--- config.mk ---
export PLATFORM = sky130hd
export DESIGN_NAME = sorted_insert_list
export DESIGN_NICKNAME = d
export VERILOG_FILES = /design/src/rtl/sil_pkg.sv /design/src/rtl/sil_cell.sv /design/src/rtl/sorted_insert_list.sv
export VERILOG_INCLUDE_DIRS = /design/src /design/src/rtl
export SDC_FILE = /design/constraint.sdc
export NUM_CORES = 2
export LEC_CHECK = 0
export ABC_CLOCK_PERIOD_IN_PS = 6530
export BUFFER_PORTS_ARGS = -buffer_cell sky130_fd_sc_hd__buf_2
export CELL_PAD_IN_SITES_DETAIL_PLACEMENT = 1
export CELL_PAD_IN_SITES_GLOBAL_PLACEMENT = 2
export CORE_MARGIN = 10
export CORE_UTILIZATION = 45
export DETAILED_ROUTE_END_ITERATION = 10
export HOLD_SLACK_MARGIN = 0.08
export PLACE_DENSITY_LB_ADDON = 0.1
export SLEW_MARGIN = 20
export SYNTH_ARGS = -nofsm -noshare
export SYNTH_HDL_FRONTEND = slang
export SYNTH_HIERARCHICAL = 1
export SYNTH_SLANG_ARGS = --single-unit
--- constraint.sdc ---
create_clock -name clk -period 6.53 [get_ports clk]
set_clock_uncertainty 0.15 [all_clocks]
set_input_delay 1.306 -clock clk [delete_from_list [all_inputs] [get_ports clk]]
set_output_delay 1.306 -clock clk [all_outputs]
set_load 0.05 [all_outputs]
--- src/rtl/assert_macros.svh ---
// assertion macros used by the sorted insert list rtl
`ifndef ASSERT_MACROS_SVH
`define ASSERT_MACROS_SVH

`ifndef SYNTH
`define SIL_ASSERT(lbl, clk, rst, prop, msg) \
  lbl: assert property (@(posedge clk) disable iff (rst) prop) else $error(msg);
`define SIL_ASSERT_NEXT(lbl, clk, rst, ante, cons, msg) \
  lbl: assert property (@(posedge clk) disable iff (rst) (ante) |=> (cons)) else $error(msg);
`else
`define SIL_ASSERT(lbl, clk, rst, prop, msg)
`define SIL_ASSERT_NEXT(lbl, clk, rst, ante, cons, msg)
`endif

`endif

--- src/rtl/sil_pkg.sv ---
// constants and types for the sorted insert list
package sil_pkg;

  localparam int CAPACITY = 16;
  localparam int VAL_W    = 32;
  localparam int OP_W     = 2;
  localparam int IDX_W    = $clog2(CAPACITY);
  localparam int CNT_W    = $clog2(CAPACITY + 1);
  localparam int OUT_IDX_W = 4;
  localparam int OUT_CNT_W = 5;

  typedef enum logic [OP_W-1:0] {
    OP_INSERT    = 2'd0,
    OP_FIND_EQ   = 2'd1,
    OP_FIND_LESS = 2'd2
  } op_t;

  typedef struct packed {
    logic take;
    logic valid;
    logic eq;
  } sil_tap_t;

endpackage

--- src/rtl/sil_cell.sv ---
// one storage cell of the sorted list chain
module sil_cell
  import sil_pkg::*;
(
  input  logic                    clk,
  input  logic                    rst,
  input  logic signed [VAL_W-1:0] key,
  input  logic                    ins,
  input  logic signed [VAL_W-1:0] prev_entry,
  input  sil_tap_t                prev_tap,
  output logic signed [VAL_W-1:0] entry,
  output sil_tap_t                tap
);

  logic valid;

  assign tap.valid = valid;
  assign tap.take  = !valid || (key > entry);
  assign tap.eq    = valid && (key == entry);

  always_ff @(posedge clk) begin
    if (rst) begin
      valid <= 1'b0;
    end else if (ins) begin
      valid <= valid | prev_tap.valid;
    end
  end

  // shift down from the neighbour, or take the new word at the insert point
  always_ff @(posedge clk) begin
    if (ins) begin
      if (prev_tap.take) begin
        entry <= prev_entry;
      end else if (tap.take) begin
        entry <= key;
      end
    end
  end

endmodule

--- src/rtl/sorted_insert_list.sv ---
// sorted insert list: bounded descending list held in a chain of cells
// result: a word's result is registered and shown in the cycle after it is accepted
// throughput: one word per cycle; all cells compare against the key in the same cycle
// while the result register is waiting, a new word is taken only as the result leaves
// reset: synchronous, clears the entry count, every cell valid bit and the result flag
module sorted_insert_list
  import sil_pkg::*;
(
  input  logic                        clk,
  input  logic                        rst,
  input  logic                        in_valid,
  output logic                        in_stall,
  input  logic [OP_W-1:0]             op,
  input  logic signed [VAL_W-1:0]     value,
  output logic                        out_valid,
  input  logic                        out_stall,
  output logic                        found,
  output logic [OUT_IDX_W-1:0]        index,
  output logic                        refused,
  output logic [OUT_CNT_W-1:0]        entry_count,
  output logic                        is_full
);

`include "assert_macros.svh"

  logic signed [VAL_W-1:0] cell_entry [CAPACITY];
  sil_tap_t                cell_tap   [CAPACITY];
  logic [CAPACITY-1:0]     take_vec;
  logic [CAPACITY-1:0]     valid_vec;
  logic [CAPACITY-1:0]     eq_vec;
  logic [CAPACITY-1:0]     take_start;
  logic [CAPACITY-1:0]     eq_start;
  logic [IDX_W-1:0]        take_idx;
  logic [IDX_W-1:0]        eq_idx;
  logic [CNT_W-1:0]        count;
  logic [CNT_W-1:0]        count_next;
  logic                    full;
  logic                    in_accept;
  logic                    ins;
  logic                    res_found;
  logic                    res_refused;
  logic [IDX_W-1:0]        res_idx;
  logic [IDX_W+OUT_IDX_W-1:0] idx_wide;
  logic [CNT_W+OUT_CNT_W-1:0] cnt_wide;

  assign in_stall  = out_valid && out_stall;
  assign in_accept = in_valid && !in_stall;
  assign full      = (count == CNT_W'(CAPACITY));
  assign ins       = in_accept && (op_t'(op) == OP_INSERT) && !full;

  for (genvar i = 0; i < CAPACITY; i++) begin : g_cell
    if (i == 0) begin : g_head
      sil_cell u_cell (
        .clk        (clk),
        .rst        (rst),
        .key        (value),
        .ins        (ins),
        .prev_entry ('0),
        .prev_tap   ('{take: 1'b0, valid: 1'b1, eq: 1'b0}),
        .entry      (cell_entry[i]),
        .tap        (cell_tap[i])
      );
    end else begin : g_body
      sil_cell u_cell (
        .clk        (clk),
        .rst        (rst),
        .key        (value),
        .ins        (ins),
        .prev_entry (cell_entry[i-1]),
        .prev_tap   (cell_tap[i-1]),
        .entry      (cell_entry[i]),
        .tap        (cell_tap[i])
      );
    end
    assign take_vec[i]  = cell_tap[i].take;
    assign valid_vec[i] = cell_tap[i].valid;
    assign eq_vec[i]    = cell_tap[i].eq;
  end

  // the take and match bits form single runs, so each start vector has at most one bit set
  assign take_start = take_vec & ~{take_vec[CAPACITY-2:0], 1'b0};
  assign eq_start   = eq_vec & ~{eq_vec[CAPACITY-2:0], 1'b0};

  always_comb begin
    take_idx = '0;
    eq_idx   = '0;
    for (int i = 0; i < CAPACITY; i++) begin
      if (take_start[i]) take_idx = take_idx | IDX_W'(i);
      if (eq_start[i])   eq_idx   = eq_idx | IDX_W'(i);
    end
  end

  always_comb begin
    res_found   = 1'b0;
    res_refused = 1'b0;
    res_idx     = '0;
    count_next  = count;
    unique case (op_t'(op))
      OP_INSERT: begin
        if (full) begin
          res_refused = 1'b1;
        end else begin
          res_found  = 1'b1;
          res_idx    = take_idx;
          count_next = count + 1'b1;
        end
      end
      OP_FIND_EQ: begin
        res_found = |eq_start;
        res_idx   = res_found ? eq_idx : '0;
      end
      OP_FIND_LESS: begin
        res_found = |(take_start & valid_vec);
        res_idx   = res_found ? take_idx : '0;
      end
      default: begin
      end
    endcase
  end

  assign idx_wide = {{OUT_IDX_W{1'b0}}, res_idx};
  assign cnt_wide = {{OUT_CNT_W{1'b0}}, count_next};

  always_ff @(posedge clk) begin
    if (rst) begin
      count     <= '0;
      out_valid <= 1'b0;
    end else begin
      if (in_accept) begin
        count     <= count_next;
        out_valid <= 1'b1;
      end else if (!out_stall) begin
        out_valid <= 1'b0;
      end
    end
  end

  always_ff @(posedge clk) begin
    if (in_accept) begin
      found       <= res_found;
      refused     <= res_refused;
      index       <= idx_wide[OUT_IDX_W-1:0];
      entry_count <= cnt_wide[OUT_CNT_W-1:0];
      is_full     <= (count_next == CNT_W'(CAPACITY));
    end
  end

  `SIL_ASSERT(a_take_start_onehot, clk, rst, $onehot0(take_start), "take start not one-hot")
  `SIL_ASSERT(a_count_bound, clk, rst, count <= CNT_W'(CAPACITY), "entry count over capacity")
  `SIL_ASSERT(a_valid_matches_count, clk, rst, $countones(valid_vec) == int'(count), "valid bits off")
  `SIL_ASSERT(a_found_refused_excl, clk, rst, !(out_valid && found && refused), "found and refused")
  `SIL_ASSERT_NEXT(a_insert_grows, clk, rst, ins, count == $past(count) + 1'b1, "count did not grow")

endmodule

=== After elaboration in Yosys (flattened, before gate mapping) ===
Index checks and enable logic that the tools add are counted.

* Reduce and logical (&&, ||, !) cells: 88
* $add $sub $neg: 1
* Muxes and demuxes: 71
* Magnitude comparators: 16
* Bitwise gates (word level): 20
* Equality and inequality tests: 21

{| class="wikitable"
|+ Operators by type and width
! kind !! number
|-
| 2-to-1 mux 32 bit || 30
|-
| equality test 32 bit || 16
|-
| greater-than comparator 32 bit || 16
|-
| 2-to-1 mux 4 bit || 19
|-
| AND 16 bit || 3
|-
| NOT 16 bit || 2
|-
| AND reduction 2 bit || 16
|-
| OR reduction 16 bit || 2
|-
| nonzero test 2 bit || 15
|-
| 2-to-1 mux 3 bit || 8
|-
| logical AND 1 bit || 20
|-
| logical NOT 1 bit || 18
|-
| logical OR 1 bit || 16
|-
| OR 1 bit || 15
|-
| one-hot mux 4 bit (3 select lines) || 1
|-
| equality test 5 bit (second input constant) || 2
|-
| 2-to-1 mux 5 bit || 2
|-
| 2-to-1 mux 2 bit || 4
|-
| 2-to-1 mux 1 bit || 6
|-
| adder 5 x 1 -> 5 bit (second input constant) || 1
|-
| one-hot mux 1 bit (3 select lines) || 1
|-
| equality test 2 x 1 -> 1 bit (second input constant) || 1
|-
| equality test 2 bit (second input constant) || 1
|-
| logical NOT 2 bit || 1
|-
| != test 2 x 1 -> 1 bit (second input constant) || 1
|}

* Flip-flop bits (word level): 546
* Input bits: 38
* Output and inout bits: 14
* Word-level logic and storage cells: 256

=== Longest topological paths before layout ===
* Depth after elaboration: 21
* Depth in mapped cells: 13
* Mapped depth without buffers: 13

=== By module ===
Netlist, hierarchy kept.

{| class="wikitable"
|+ By module, submodules not included
! module !! cells each !! area an instance (µm²) !! seq. area each (µm²) !! instances
|-
| sil_cell || 190 || 2234.6 || 980.9 || 16
|-
| sorted_insert_list || 152 || 1248.7 || 480.5 || 1
|}

=== Worst setup path before layout ===
No wires, ideal clock.

* Path kind: input to register
* From: input port value[9]
* To: register g_cell[3].g_body.u_cell.entry[0], enable pin
* Library setup time: 0.402 ns
* Data arrival time: 4.881 ns
* Buffers on the path: 2
* Path slack: 1.097 ns
* Required time: 5.978 ns
* Cell stages on the path: 11
* Path through: ha_1 a21o_1 nand3_2 a21oi_1 o41a_1 or3_4 a31oi_1 clkbuf_1 clkbuf_1 o21ai_0 a41oi_2

{| class="wikitable"
|+ RTL lines
! element !! RTL line !! source
|-
| start: declaration || sorted_insert_list.sv:14 || <nowiki>input logic signed [VAL_W-1:0] value,</nowiki>
|-
| end signal: assignment || sil_cell.sv:33 || <nowiki>entry <= prev_entry;</nowiki>
|-
| end signal: assignment || sil_cell.sv:35 || <nowiki>entry <= key;</nowiki>
|-
| end: declaration || sil_cell.sv:11 || <nowiki>output logic signed [VAL_W-1:0] entry,</nowiki>
|}

==> out/qor.txt <==
first-pass GRT wire length: 158 mm
Inserted Diodes: 0
flops & latches, synth: 546
Layout area overhead: 12.6%
count of cell types in the netlist: 53
clk root buf: clkbuf_16
status: complete, no violations
Iter 0 DRT Violations: 957
RePlAce Congestion: 0.888
Tcrit/Tclk final: 81.5%
postcts setup bufs: 0
GRT overflow: 0
Final min period: 5.32 ns
share of layout cells above drive strength 1: 24.9%
via count: 25.2k
Util after Layout: 50.9%
CTS Buf Count: 69
routed wire length: 99.1 mm
VDD IR max: 0.152 mV
synthesized area: 0.0370 mm2
hold crit path type: flop to flop
core outline area: 0.0818 mm2
most frequent cells in the layout: inv_1, edfxtp_1, ha_1, mux2_2, a21oi_1
I/O Buffers: 51
yosys warns: 6
Max Cap Violations: 0
setup_tns: 0 ns
post-cts gate resize count: 0
CP Max Fanout: 32
crit path capture type: flop
Row Count: 105
PwrDens: 206 mW/mm2
synthesized area per cell: 11.6 um2
Chip Height: 307 um
Lkg Pwr: 18.1 nW
ys async rst share: 0%
Antenna Nets Post-Route: 0
RSZ-0062 raised after global routing: no
R2R cell count: 12
initial antenna violation count: 2
DRT Pass-1 Iters: 5
worst slew pin tran: 0.773 ns
final hold vios: 0
commonest non-fill, non-tap cell in the layout: inv_1
CTS max path bufs: 3
max frequency: 188 MHz
die width: 307 um
post-synthesis cell count: 3192
Pins Over Slew Limit: 0
setup ws final: 1.21 ns
WS Path Type: input port to flop
Post-CTS Hold Fix Bufs: 0
WHS Path Cells: 2
DRC: 0
DR vias/cell: 5.61
Post-Place Worst Slack: 0.518 ns
CTS H-Tree Depth: 3
Detailed Place HPWL: 77.1 mm
Die Area: 0.0941 mm2
number of flops mapped to enable cells by yosys: 524
setup violators final: 0
mean routed wirelength per cell: 22.1 um
CTS Sinks: 546
sequential element share of the synthesized area: 43.7%
Initial Util: 45.2%
largest net degree at the start of global routing: 38
clk slew on worst S/H paths: 0.06 ns
Critical Path RT: 6.63 ns
Slew HR: 48.2%
CP startpoint kind: input port
clk_lat worst skew: 0.60 ns
CTS tree: done
Primary FF master, synth: edfxtp_1
vias in the first global route: 28.3k
gr usage total: 21.2%
# IOs: 52
Nets: 3917
CP arrival: 5.42 ns
worst paths after layout:
| check | start | to | slack (ns) |
|---|---|---|---|
| worst max-delay path | value[31] | g_cell[7].g_body.u_cell/entry[29] | 1.21 |
| worst min-delay path | count[3] | count[3] | 0.40 |
| worst max register to register | g_cell[6].g_body.u_cell/entry[27] | g_cell[7].g_body.u_cell/entry[29] | 1.95 |
| worst min register to register | count[3] | count[3] | 0.40 |
synth_stat cells (all sizes together), types with 17 or more instances:
cell type / n / share of area [%]
clkbuf: 64 / 0.65
o21ai: 91 / 1.2
nand4: 97 / 1.9
nor2: 68 / 0.69
inv: 564 / 5.7
nor3: 19 / 0.26
a211oi: 33 / 0.67
nand3: 51 / 0.91
mux2: 496 / 15
a21oi: 183 / 2.5
and4: 33 / 0.78
dfxtp: 22 / 1.2
edfxtp: 524 / 43
nand2: 126 / 1.3
or3: 17 / 0.50
o211ai: 34 / 0.69
nor2b: 20 / 0.34
and2: 17 / 0.34
nor4: 19 / 0.59
ha: 514 / 17
a21o: 48 / 0.97
registers in the layout, summed over array words and instances (netlist names):
register,flops
out_valid,1
g_cell.g_head.u_cell/entry,32
index,4
is_full,1
g_cell.g_body.u_cell/entry,480
found,1
entry_count,5
refused,1
g_cell.g_body.u_cell/valid,15
g_cell.g_head.u_cell/valid,1
count,5
per-layer routing:
metal | up-vias | global-route usage [%] | share of wire [%] | wire (um)
met2 | 307 | 39.5 | 52 | 51800
met4 | 0 | 6.59 | 2.7 | 2680
met3 | 146 | 3.00 | 3.3 | 3320
met1 | 12600 | 24.8 | 42 | 41300
li1 | 12100 | - | - | -
met5 | - | 0 | 0 | 0
where the power goes:
group	total [W]	switching [W]	internal, W
combinational	0.000945	0.000591	0.000354
sequential	0.00397	0.0000451	0.00392
clock	0.00366	0.00150	0.00217
critical path: stages:
cell and delay, ns:
buf_2 0.47, ha_1 0.34, nand4_1 0.20, nor4_2 0.40
and4_1 0.34, o41a_1 0.24, o21ai_0 0.26, a31oi_4 0.66
buf_4 0.39, o21ai_0 0.20, a41oi_4 0.19, buf_4 0.40
logic make-up (layout without fill, tap and decap cells):
family | Yosys count | after routing | synth area share, %
AND/OR/NAND/NOR | 483 | 483 | 7.93
flip-flops | 546 | 546 | 43.7
multiplexers | 497 | 497 | 15.1
XOR/XNOR | 5 | 5 | 0.118
buffers and inverters | 644 | 837 | 6.70
other | 2 | 34 | 0.0203
AO/OA/AOI/OAI | 501 | 501 | 9.02
adder cells (fa/ha/maj) | 514 | 514 | 17.4
through the flow:
step | cells | total power (W) | hold slack [ns] | area [um2]
finish | 4487 | 0.00857 | 0.398 | 41700
global route | 4487 | 0.00895 | 0.441 | 41700
CTS | 4487 | 0.00869 | 0.403 | 41700
detailed placement | 4364 | 0.00498 | 0.395 | 39500
global placement | 4364 | 0.00492 | 0.368 | 39500
floorplan | 3224 | 0.00457 | 0.335 | 37100
layout make-up:
cell class | instances | area (um2)
fillers | 8549 | 40200
clock inverters | 28 | 203
inverters | 564 | 2120
flip-flops and latches | 546 | 16200
repair buffers | 150 | 1040
clock buffers | 95 | 1920
well taps | 1070 | 1340
multi-input cells | 2034 | 18900
Power figures use the tool's default switching activity.
